<file path="src/hw/rtl/cps_pkg.sv">
// ----------------------------------------------------------------------------
// cps_pkg
// Shared types, widths, register indexes and the arctangent table of the
// closest-point sonifier.
// ----------------------------------------------------------------------------
package cps_pkg;

    localparam int CoordW      = 18;
    localparam int CordicSteps = 16;
    localparam int PreShift    = 24;
    localparam int CorW        = CoordW + PreShift + 3;
    localparam int AccW        = 26;
    localparam int DistW       = (2 * CoordW > 36) ? 2 * CoordW : 36;
    localparam int RootW       = DistW / 2 + 8;
    localparam int DivW        = RootW + 22;
    localparam int DenW        = 27;
    localparam int StepW       = 5;
    localparam int CntW        = 6;
    localparam int CfgIdxW     = 3;
    localparam int CfgDataW    = 17;

    localparam logic [15:0] Deg180Q8  = 16'd46080;
    localparam logic [22:0] Deg90Q16  = 23'd5898240;

    localparam logic [CfgIdxW-1:0] REG_PITCH_LO  = 3'd0;
    localparam logic [CfgIdxW-1:0] REG_PITCH_HI  = 3'd1;
    localparam logic [CfgIdxW-1:0] REG_ANGLE_LIM = 3'd2;
    localparam logic [CfgIdxW-1:0] REG_CENTER    = 3'd3;
    localparam logic [CfgIdxW-1:0] REG_MIN_INTV  = 3'd4;
    localparam logic [CfgIdxW-1:0] REG_MAX_INTV  = 3'd5;
    localparam logic [CfgIdxW-1:0] REG_MIN_DIST  = 3'd6;
    localparam logic [CfgIdxW-1:0] REG_MAX_DIST  = 3'd7;

    typedef struct packed {
        logic             load_pt;
        logic             square;
        logic             compare;
        logic             cor_init;
        logic             cor_step;
        logic [StepW-1:0] step;
        logic             angle;
        logic             pitch_mul;
        logic             div_load;
        logic             div_sel;
        logic             div_step;
        logic             pitch_done;
        logic             sqrt_init;
        logic             sqrt_step;
        logic             intv_mul;
        logic             finish;
    } t_cmd;

    typedef struct packed {
        logic last;
        logic out_busy;
    } t_status;

    function automatic logic [21:0] atan_q16(input logic [StepW-1:0] idx);
        logic [21:0] v;
        case (idx)
            5'd0:    v = 22'd2949120;
            5'd1:    v = 22'd1740967;
            5'd2:    v = 22'd919879;
            5'd3:    v = 22'd466945;
            5'd4:    v = 22'd234379;
            5'd5:    v = 22'd117304;
            5'd6:    v = 22'd58666;
            5'd7:    v = 22'd29335;
            5'd8:    v = 22'd14668;
            5'd9:    v = 22'd7334;
            5'd10:   v = 22'd3667;
            5'd11:   v = 22'd1833;
            5'd12:   v = 22'd917;
            5'd13:   v = 22'd458;
            5'd14:   v = 22'd229;
            5'd15:   v = 22'd115;
            5'd16:   v = 22'd57;
            5'd17:   v = 22'd29;
            5'd18:   v = 22'd14;
            5'd19:   v = 22'd7;
            5'd20:   v = 22'd4;
            5'd21:   v = 22'd2;
            5'd22:   v = 22'd1;
            default: v = 22'd0;
        endcase
        return v;
    endfunction

endpackage

</file>
<file path="src/hw/rtl/cps_ctrl.sv">
// ----------------------------------------------------------------------------
// cps_ctrl
// Sequencer: point intake, nearest-point update and the frame-end steps
// (CORDIC, pitch divide, square root, interval divide, output load).
// ----------------------------------------------------------------------------
module cps_ctrl (
    input  logic           i_clk,
    input  logic           i_rst_n,
    input  logic           i_valid,
    output logic           o_ready,
    input  cps_pkg::t_status i_status,
    output cps_pkg::t_cmd  o_cmd
);

    typedef enum logic [3:0] {
        S_IDLE, S_SQ, S_CMP, S_CINIT, S_COR, S_ANG, S_PMUL, S_PLD, S_PDIV,
        S_PRES, S_SQI, S_SQRT, S_IMUL, S_ILD, S_IDIV, S_FIN
    } t_state;

    t_state                    r_state, n_state;
    logic [cps_pkg::CntW-1:0]  r_cnt, n_cnt;

    localparam logic [cps_pkg::CntW-1:0] CorLast  = cps_pkg::CntW'(cps_pkg::CordicSteps - 1);
    localparam logic [cps_pkg::CntW-1:0] DivLast  = cps_pkg::CntW'(cps_pkg::DivW - 1);
    localparam logic [cps_pkg::CntW-1:0] SqrtLast = cps_pkg::CntW'(cps_pkg::RootW - 1);

    always_comb begin
        n_state = r_state;
        n_cnt   = r_cnt;
        o_cmd   = '0;
        o_cmd.step = r_cnt[cps_pkg::StepW-1:0];
        o_ready = 1'b0;
        case (r_state)
            S_IDLE: begin
                o_ready = 1'b1;
                if (i_valid) begin
                    o_cmd.load_pt = 1'b1;
                    n_state = S_SQ;
                end
            end
            S_SQ: begin
                o_cmd.square = 1'b1;
                n_state = S_CMP;
            end
            S_CMP: begin
                o_cmd.compare = 1'b1;
                n_state = i_status.last ? S_CINIT : S_IDLE;
            end
            S_CINIT: begin
                o_cmd.cor_init = 1'b1;
                n_cnt = '0;
                n_state = S_COR;
            end
            S_COR: begin
                o_cmd.cor_step = 1'b1;
                n_cnt = r_cnt + 1'b1;
                if (r_cnt == CorLast) n_state = S_ANG;
            end
            S_ANG: begin
                o_cmd.angle = 1'b1;
                n_state = S_PMUL;
            end
            S_PMUL: begin
                o_cmd.pitch_mul = 1'b1;
                n_state = S_PLD;
            end
            S_PLD: begin
                o_cmd.div_load = 1'b1;
                n_cnt = '0;
                n_state = S_PDIV;
            end
            S_PDIV: begin
                o_cmd.div_step = 1'b1;
                n_cnt = r_cnt + 1'b1;
                if (r_cnt == DivLast) n_state = S_PRES;
            end
            S_PRES: begin
                o_cmd.pitch_done = 1'b1;
                n_state = S_SQI;
            end
            S_SQI: begin
                o_cmd.sqrt_init = 1'b1;
                n_cnt = '0;
                n_state = S_SQRT;
            end
            S_SQRT: begin
                o_cmd.sqrt_step = 1'b1;
                n_cnt = r_cnt + 1'b1;
                if (r_cnt == SqrtLast) n_state = S_IMUL;
            end
            S_IMUL: begin
                o_cmd.intv_mul = 1'b1;
                n_state = S_ILD;
            end
            S_ILD: begin
                o_cmd.div_load = 1'b1;
                o_cmd.div_sel  = 1'b1;
                n_cnt = '0;
                n_state = S_IDIV;
            end
            S_IDIV: begin
                o_cmd.div_step = 1'b1;
                n_cnt = r_cnt + 1'b1;
                if (r_cnt == DivLast) n_state = S_FIN;
            end
            S_FIN: begin
                o_cmd.div_sel = 1'b1;
                if (!i_status.out_busy) begin
                    o_cmd.finish = 1'b1;
                    n_state = S_IDLE;
                end
            end
            default: n_state = S_IDLE;
        endcase
    end

    always_ff @(posedge i_clk) begin
        if (!i_rst_n) begin
            r_state <= S_IDLE;
            r_cnt   <= '0;
        end else begin
            r_state <= n_state;
            r_cnt   <= n_cnt;
        end
    end

endmodule

</file>
<file path="config.mk">
export PLATFORM = sky130hd
export DESIGN_NAME = cps_ctrl
export DESIGN_NICKNAME = d
export VERILOG_FILES = /design/src/hw/rtl/cps_pkg.sv /design/src/hw/rtl/cps_ctrl.sv
export SDC_FILE = /design/constraint.sdc
export NUM_CORES = 1
export LEC_CHECK = 0
export ABC_AREA = 1
export BUFFER_PORTS_ARGS = -buffer_cell sky130_fd_sc_hd__buf_2
export CAP_MARGIN = 20
export CORE_MARGIN = 2
export CORE_UTILIZATION = 40
export DETAILED_ROUTE_END_ITERATION = 16
export PLACE_DENSITY_LB_ADDON = 0.12
export RECOVER_POWER = 25
export SYNTH_ARGS = -nofsm -noshare
export SYNTH_HDL_FRONTEND = slang
export SYNTH_SLANG_ARGS = --single-unit
</file>
<file path="constraint.sdc">
create_clock -name i_clk -period 2.3 [get_ports i_clk]
set_clock_uncertainty 0.2 [all_clocks]
set_input_delay 0.23 -clock i_clk [delete_from_list [all_inputs] [get_ports i_clk]]
set_output_delay 0.23 -clock i_clk [all_outputs]
set_load 0.005 [all_outputs]
</file>
==> run metrics, run 1 <==
CP Cell Sequence nand2_1, inv_1, nand2_1, nand2_1, buf_2; first-pass GRT wire length 3620 um; port bufs 25; Die Width 49.3 um; number of gates resized after cts 0; pin count of the biggest net entering global routing 9; Static Leak 0.512 nW; delay-heaviest family, CP flip-flops; hold buffers post-CTS 0; initial drt markers 21; core box area 1940 sq um; CTS Buf Count 3; max cap viols 0; clk slew on worst S/H paths 0.07 ns; CP Capture Type primary output; startpoint types flop; Die Area 2430 sq um; Placer Congestion 0.808; worst hold slack 0.0645 ns; gr usage total 0.187; RSZ-0062 raised after global routing false; router iterations before antenna repair 5; Synth Net Count 147; post-route insts no fill 191; layout cells sized above 1 0.250; CTS tree done; Int Pwr 389 uW; GRT overflow 0; DRC Markers 0; outcome completed; Crit path top cell by count nand2_1; total power 670 uW; Hold Crit Class primary input to flop; Worst Path Arrival 1.37 ns; fin crit period 1.80 ns; WP data required 1.87 ns; setup TNS 0 ns; critical path depth 5; vias in the first global route 809; Hold Path Cell Cnt 3; root buffer cell clkbuf_4; Net Sw Power 280 uW; post-synthesis compound-gate area fraction 0.0930; final net count 172; VDD IR max 0.439 mV; synthesized area 821 sq um; Yosys Warn Count 0; Max FO, Critical Path 6; post-CTS setup buffers 0; Ports 26; Worst Slack Setup Final 0.501 ns; H-Tree Depth 1; library cells used by synthesis 21; Hold Fails Final Rpt 0; Net Sw Frac 0.419; Clk pwr share 0.237; clk buf depth 2; Max Freq 556 MHz; #FFs+latches synth 10; Largest stage delay, worst path 0.44 ns; Max stage delay cell, worst path dfxtp_1; Simple-Gate Fraction of Synth Area 0.502; Post-Synth Adder-Cell Area 0.0305; XOR/XNOR share of the synthesized area 0; Post-Route WL 2050 um; Synth-to-Final Area Change 18.6%; vias 947; Skew-Pair Late Insertion Delay 0.26 ns; Seq/Total Area, Yosys 0.244; CP bufs+invs 2; Slew Limit Fails 0; WL/cell 10.7 um; clock sink count 10; starting density of the core 0.423; Logic pwr share 0.425; worst setup path category flop to primary output; # rows 16; worst slew pin tran 0.288 ns; # setup viols final 0; Avg Cell Area, Syn 5.86 sq um; Rel. slew slack 0.807; placed cells 187; Sequential Power Share 0.338; pre-CTS WS 0.560 ns; post-synthesis mux area share 0; Die Y 49.3 um; main combinational cell family by area after synthesis simple AND/OR/NAND/NOR gates; Routed Antenna Nets 0; cells after synthesis 140; pwr/cell area 688 nW/um^2; fin crit share 0.782; hpwl dp 1670 um; antenna fix cells 0; Worst R2R Path Depth 10; Via density 4.96; initial antenna violation count 0
stage by stage:
stage / cell area, sq um / util
finish: 973 / 0.501
floorplan: 821 / -
global placement: 942 / 0.485
CTS: 978 / 0.504
global route: 973 / 0.501
detailed placement: 942 / 0.485
Yosys cell counts:
cell / count / area share
o21ai_0: 5 / 0.030
nand3b_1: 1 / 0.0091
buf_4: 5 / 0.046
ha_1: 2 / 0.030
nand3_1: 13 / 0.079
nand3_4: 1 / 0.021
nand4_1: 2 / 0.015
dfxtp_1: 10 / 0.24
nor3_4: 1 / 0.020
o21ai_2: 1 / 0.011
nand2_1: 32 / 0.15
nand2_2: 3 / 0.023
nor2_1: 33 / 0.15
nor3_1: 1 / 0.0061
a21oi_1: 7 / 0.043
inv_2: 4 / 0.018
inv_4: 1 / 0.0076
or2_2: 1 / 0.0076
inv_1: 13 / 0.059
nor2_2: 3 / 0.023
o211ai_1: 1 / 0.0091
worst reg2reg max path: stages, from the launching register on:
cell     delay [ns]
dfxtp_1        0.42
ha_1           0.19
nand2_1        0.07
nor2_1         0.17
nand2_1        0.11
nand2_1        0.07
nand2_1        0.05
nor2_1         0.17
nand3_1        0.09
nand2_1        0.07
nor2_1         0.04
cell type report:
cell class | count | area, sq um
tap | 27 | 33.8
timing repair buffer | 25 | 123
sequential | 10 | 200
fill | 216 | 968
multi-input combinational | 107 | 510
clock buffer | 4 | 36.3
inverter | 18 | 70.1
path summary, 6_finish.rpt:
kind | end | startpoint | slack [ns]
hold reg to reg | r_cnt[5] | r_cnt[5] | 0.30
hold / removal | r_state[2] | i_rst_n | 0.06
setup reg to reg | r_state[1] | r_cnt[0] | 0.55
setup / recovery | o_cmd[5] | r_state[2] | 0.50
per-layer routing:
metal / track usage / vias to the layer above / share of wire
li1: - / 490 / -
met1: 0.268 / 424 / 0.50
met2: 0.279 / 33 / 0.43
met3: 0.0552 / 0 / 0.069
met4: 0.0286 / 0 / 0
met5: 0 / - / 0
power groups by stage:
stage	clock network (mW)	logic (mW)	registers, mW
3_5_place_dp	0	0.287	0.230
6_report	0.159	0.285	0.226
3_3_place_gp	0	0.285	0.229
2_1_floorplan	0	0.203	0.222
5_1_grt	0.181	0.326	0.231
4_1_cts	0.164	0.288	0.226
logic make-up (layout without fill, tap and decap cells):
family | Yosys count | after routing
adders and majority gates | 2 | 2
DFF | 10 | 10
and+or+nand+nor | 91 | 91
buffers and inverters | 23 | 47
AOI/OAI and AO/OA | 14 | 14
cell usage in the layout (no fill, tap or decap), drive strengths merged, types with 2 or more instances in the layout:
cell    netlist  final
o21ai         6      6
nand3        14     14
a21oi         7      7
nand4         2      2
inv          18     18
nor3          2      2
nand2        35     35
nor2         36     36
clkbuf        0      7
ha            2      2
dfxtp        10     10
buf           5     22
state kept, by name (all words and copies together), names as in the netlist:
name	flops
r_cnt	6
r_state	4
(Power assumes the default switching activity.)
==> run 2, diff against run 1 <==
clock period = 1.9 ns   (was 2.3 ns; I/O delays follow)
==> run 2 against run 1 <==
Register-to-register slack got worse by 0.34 ns. Flip-flop and latch count did not move. Global-route usage down 0.15 points. Sequential power rose by 21%. Sequential share of layout area about the same. Critical path type unchanged. Routed wire length rose by 0.93%.
==> run metrics, run 2 (synthesis gave the netlist of run 1 again) <==
final net count 172; CP Capture Type primary output; initial drt markers 20; Die Area 2430 sq um; Die Y 49.3 um; root buffer cell clkbuf_4; Ports 26; vias in the first global route 817; Sequential Power Share 0.336; Post-Route WL 2070 um; Hold Crit Class primary input to flop; H-Tree Depth 1; Rel. slew slack 0.801; most frequent cells in the layout nand2_1, nor2_1, buf_2; RSZ-0062 raised after global routing false; pwr/cell area 832 nW/um^2; setup TNS 0 ns; pin count of the biggest net entering global routing 9; Hold Fails Final Rpt 0; Routed Antenna Nets 0; Int Pwr 474 uW; port bufs 25; Worst Slack Setup Final 0.128 ns; gr usage total 0.186; DRC Markers 0; Biggest register r_cnt; worst slew pin tran 0.298 ns; Net Sw Power 342 uW; VDD IR max 0.473 mV; Logic pwr share 0.424; CTS Buf Count 3; antenna fix cells 0; WL/cell 10.8 um; hold buffers post-CTS 0; startpoint types flop; Largest register FFs 6; Clk pwr share 0.239; Net Sw Frac 0.419; Largest regs r_cnt x6, r_state x4; Static Leak 0.512 nW; # setup viols final 0; WP data required 1.51 ns; layout cells sized above 1 0.268; clock sink count 10; core box area 1940 sq um; fin crit share 0.933; # rows 16; Max FO, Critical Path 6; pre-CTS WS 0.140 ns; Worst Path Arrival 1.38 ns; Slew Limit Fails 0; clk slew on worst S/H paths 0.07 ns; Die Width 49.3 um; Placer Congestion 0.808; starting density of the core 0.423; router iterations before antenna repair 4; outcome completed; worst setup path category flop to primary output; Skew-Pair Late Insertion Delay 0.26 ns; fin crit period 1.77 ns; clk buf depth 2; Synth-to-Final Area Change 19.4%; Via density 4.90; first-pass GRT wire length 3610 um; max cap viols 0; hpwl dp 1680 um; GRT overflow 0; vias 935; CTS tree done; initial antenna violation count 0; Max Freq 564 MHz
-- run 2: cell types whose count changed in the layout (fill, tap and decap cells not counted) --
cell,change
dfxtp_1,-1
dfxtp_2,+1
nand2_1,-1
nand2_2,+1
nor2_1,-1
nor2_2,+1
-- run 2: metal layers --
layer	vias up	part of all wire	track usage
met2	31	0.44	0.293
met4	0	0.0029	0.0333
met1	409	0.49	0.259
met3	2	0.063	0.0429
met5	-	0	0
li1	493	-	-
-- run 2: timing repair --
item / 4_1_cts / 5_1_grt
buffers inserted: 0 / 0
resized for setup: 0 / 2
hold endpoints to repair: 0 / 0
setup endpoints to repair: 0 / 3
-- run 2: cell type report --
class | count | area [sq um]
Fill cell | 221 | 962
Multi-Input combinational cell | 107 | 515
Sequential cell | 10 | 201
Timing Repair Buffer | 25 | 123
Inverter | 18 | 70.1
Clock buffer | 4 | 36.3
Tap cell | 27 | 33.8
-- run 2: final timing paths --
| path | start | to | slack [ns] | depth (start not counted) |
|---|---|---|---|---|
| setup / recovery | r_state[2] | o_cmd[5] | 0.13 | 5 |
| hold / removal | i_rst_n | r_state[2] | 0.02 | 3 |
| setup reg to reg | r_cnt[1] | r_state[1] | 0.21 | 10 |
| hold reg to reg | r_cnt[0] | r_cnt[0] | 0.28 | 1 |
-- run 2: critical path: stages (launching register included) --
cell and delay (ns):
dfxtp_1 0.44, nand2_1 0.15, inv_1 0.15, nand2_1 0.14
nand2_1 0.12, buf_2 0.12
-- run 2: through the flow --
stage                     cell area [sq um]  total power [mW]  instances  hold WS (ns)  utilization
after floorplan                         821             0.515        140         0.111            -
after global placement                  942             0.623        187         0.281        0.485
after detailed placement                942             0.626        187         0.294        0.485
after CTS                               978             0.822        191        0.0168        0.504
after global routing                    980             0.896        191        0.0309        0.505
final                                   980             0.816        191        0.0240        0.505
-- run 2: power groups by stage --
stage / clock network (mW) / registers (mW) / logic [mW]
2_1_floorplan: 0 / 0.269 / 0.246
3_3_place_gp: 0 / 0.278 / 0.345
3_5_place_dp: 0 / 0.278 / 0.348
4_1_cts: 0.200 / 0.273 / 0.349
5_1_grt: 0.214 / 0.278 / 0.405
6_report: 0.195 / 0.274 / 0.346
==> run 3, diff against run 2 <==
ABC_AREA = not set   (was 1)
==> run 3 against run 2 <==
Via count down 11%. Synthesized cell count down 25%. Clock power about the same. Critical endpoint is now o_cmd[0]. Largest cell class unchanged.
==> run metrics, run 3 <==
Hold Crit Class primary input to flop; Max FO, Critical Path 11; fin crit share 0.934; outcome completed; Max stage delay cell, worst path dfxtp_2; Largest stage delay, worst path 0.41 ns; Biggest register r_cnt; most area-consuming cells after synthesis dfxtp_1, nor3_1, nand2b_1; WL met3 92 um; Ports 26; #FFs+latches synth 10; Skew-Pair Late Insertion Delay 0.26 ns; first-pass GRT wire length 3280 um; post-route insts no fill 161; Int Pwr 489 uW; WL met2 893 um; Die Area 2420 sq um; Reg2Reg Setup Slack 0.16 ns; clock sink count 10; Max Freq 563 MHz; Die Width 49.2 um; core box area 1940 sq um; library cells used by synthesis 36; Worst R2R Path Depth 4; total power 750 uW; clk buf depth 2; Largest regs r_cnt x6, r_state x4; reg-to-reg critical path startpoint r_state[2]; gr usage total 0.171; min-delay src i_status[0]; initial antenna violation count 0; layout cells sized above 1 0.366; VDD IR max 0.399 mV; WP data required 1.51 ns; Seq/Total Area, Yosys 0.245; WL/cell 12.0 um; most frequent cells in the layout buf_2, buf_4, nor2_1; worst setup path category flop to primary output; initial drt markers 24; CP Capture Type primary output; router iterations before antenna repair 5; Top FF cell, synth dfxtp_1; final net count 142; startpoint types flop; Yosys Warn Count 0; cells after synthesis 105; Net Sw Power 261 uW; fin crit period 1.77 ns; max cap viols 0; Routed Antenna Nets 0; setup TNS 0 ns; M1 WL 931 um; root buffer cell clkbuf_4; vias 834; CTS Buf Count 3; worst flop-to-flop path endpoint r_cnt[3]; largest area contributor in the netlist dfxtp_1; Worst Path Arrival 1.38 ns; Avg Cell Area, Syn 7.79 sq um; commonest non-fill, non-tap cell in the layout buf_2; max layer used met4; RSZ-0062 raised after global routing false; Via density 5.18; Die Y 49.2 um; Post-Route WL 1930 um; starting density of the core 0.421; Static Leak 0.461 nW; vias in the first global route 707; Logic pwr share 0.403; Sequential Power Share 0.339; antenna fix cells 0; Synth async-reset ratio 0; Post-synth EDFFs 0; Rel. slew slack 0.737; hpwl dp 1470 um; DRC Markers 0; Synth Net Count 112; post-CTS setup buffers 0; Net Sw Frac 0.348; Placer Congestion 0.774; Clk pwr share 0.257; CP Cell Sequence buf_4, nand2_1, nor3_1, buf_2; GRT overflow 0; Largest register FFs 6; port bufs 25; Post-synth top cells dfxtp_1, nor2_1, nor3_1; worst slew pin tran 0.391 ns; pwr/cell area 732 nW/um^2; Slew Limit Fails 0; synthesized area 818 sq um; CTS tree done; placed cells 156; pin count of the biggest net entering global routing 12; H-Tree Depth 1; WHS Endpoint r_state[3]; Hold Fails Final Rpt 0; top cell type's share of synthesized area 0.245; clk slew on worst S/H paths 0.07 ns; Hold Path Cell Cnt 3; # setup viols final 0; Synth-to-Final Area Change 25.2%; # rows 16
==> run 3: cell type report <==
type                       instances  area, sq um
fill                             199          917
multi-input combinational         78          514
timing repair buffer              37          216
sequential                        10          205
clock buffer                       4         36.3
tap                               27         33.8
inverter                           5         18.8
==> run 3: cell families after synthesis <==
| family | synth area share |
|---|---|
| AO/OA/AOI/OAI | 0.240 |
| XOR/XNOR | 0.0321 |
| adder cells (fa/ha/maj) | 0.0306 |
| buffers and inverters | 0.127 |
| flip-flops | 0.245 |
| multiplexers | 0.0245 |
| AND/OR/NAND/NOR | 0.301 |
==> run 3: worst max-delay path by stage <==
stage               cells after the start        from  slack, ns          to
global route                            4  r_state[1]      0.006    o_cmd[0]
global placement                        5    r_cnt[1]       0.13  r_state[0]
floorplan                               5  r_state[0]       0.18    r_cnt[3]
finish                                  4  r_state[1]       0.13    o_cmd[0]
CTS                                     4  r_state[1]       0.03    o_cmd[0]
detailed placement                      5    r_cnt[1]       0.09  r_state[0]
==> run 3: layer usage <==
metal  up-vias  GRT usage
li1        433          -
met1       379      0.236
met2        20      0.261
met3         2     0.0368
met4         0     0.0571
met5         -          0
==> run 3: critical path: cells and delay by family (launching register included) <==
family | cells | cell delay [ns]
buffers and inverters | 2 | 0.36
flip-flops | 1 | 0.41
AND/OR/NAND/NOR | 2 | 0.35
==> run 3: timing repair <==
action | 4_1_cts | 5_1_grt
setup endpoints to repair | 0 | 4
hold buffers | 1 | 0
hold endpoints to repair | 1 | 0
gates resized for setup | 0 | 6
==> run 3: power groups by stage <==
| stage | logic, mW | clock network, mW | registers [mW] |
|---|---|---|---|
| after floorplan | 0.212 | 0 | 0.236 |
| after global placement | 0.299 | 0 | 0.254 |
| after detailed placement | 0.298 | 0 | 0.256 |
| after CTS | 0.302 | 0.198 | 0.251 |
| after global routing | 0.339 | 0.210 | 0.257 |
| final | 0.302 | 0.193 | 0.255 |
==> run 3: metrics by stage <==
step	util	hold slack [ns]	setup slack, ns	cell area [sq um]
global route	0.528	0.0965	0.00568	1020
finish	0.528	0.0751	0.125	1020
floorplan	-	0.137	0.175	818
detailed placement	0.502	0.277	0.0888	975
global placement	0.502	0.285	0.132	975
CTS	0.526	0.0645	0.0277	1020
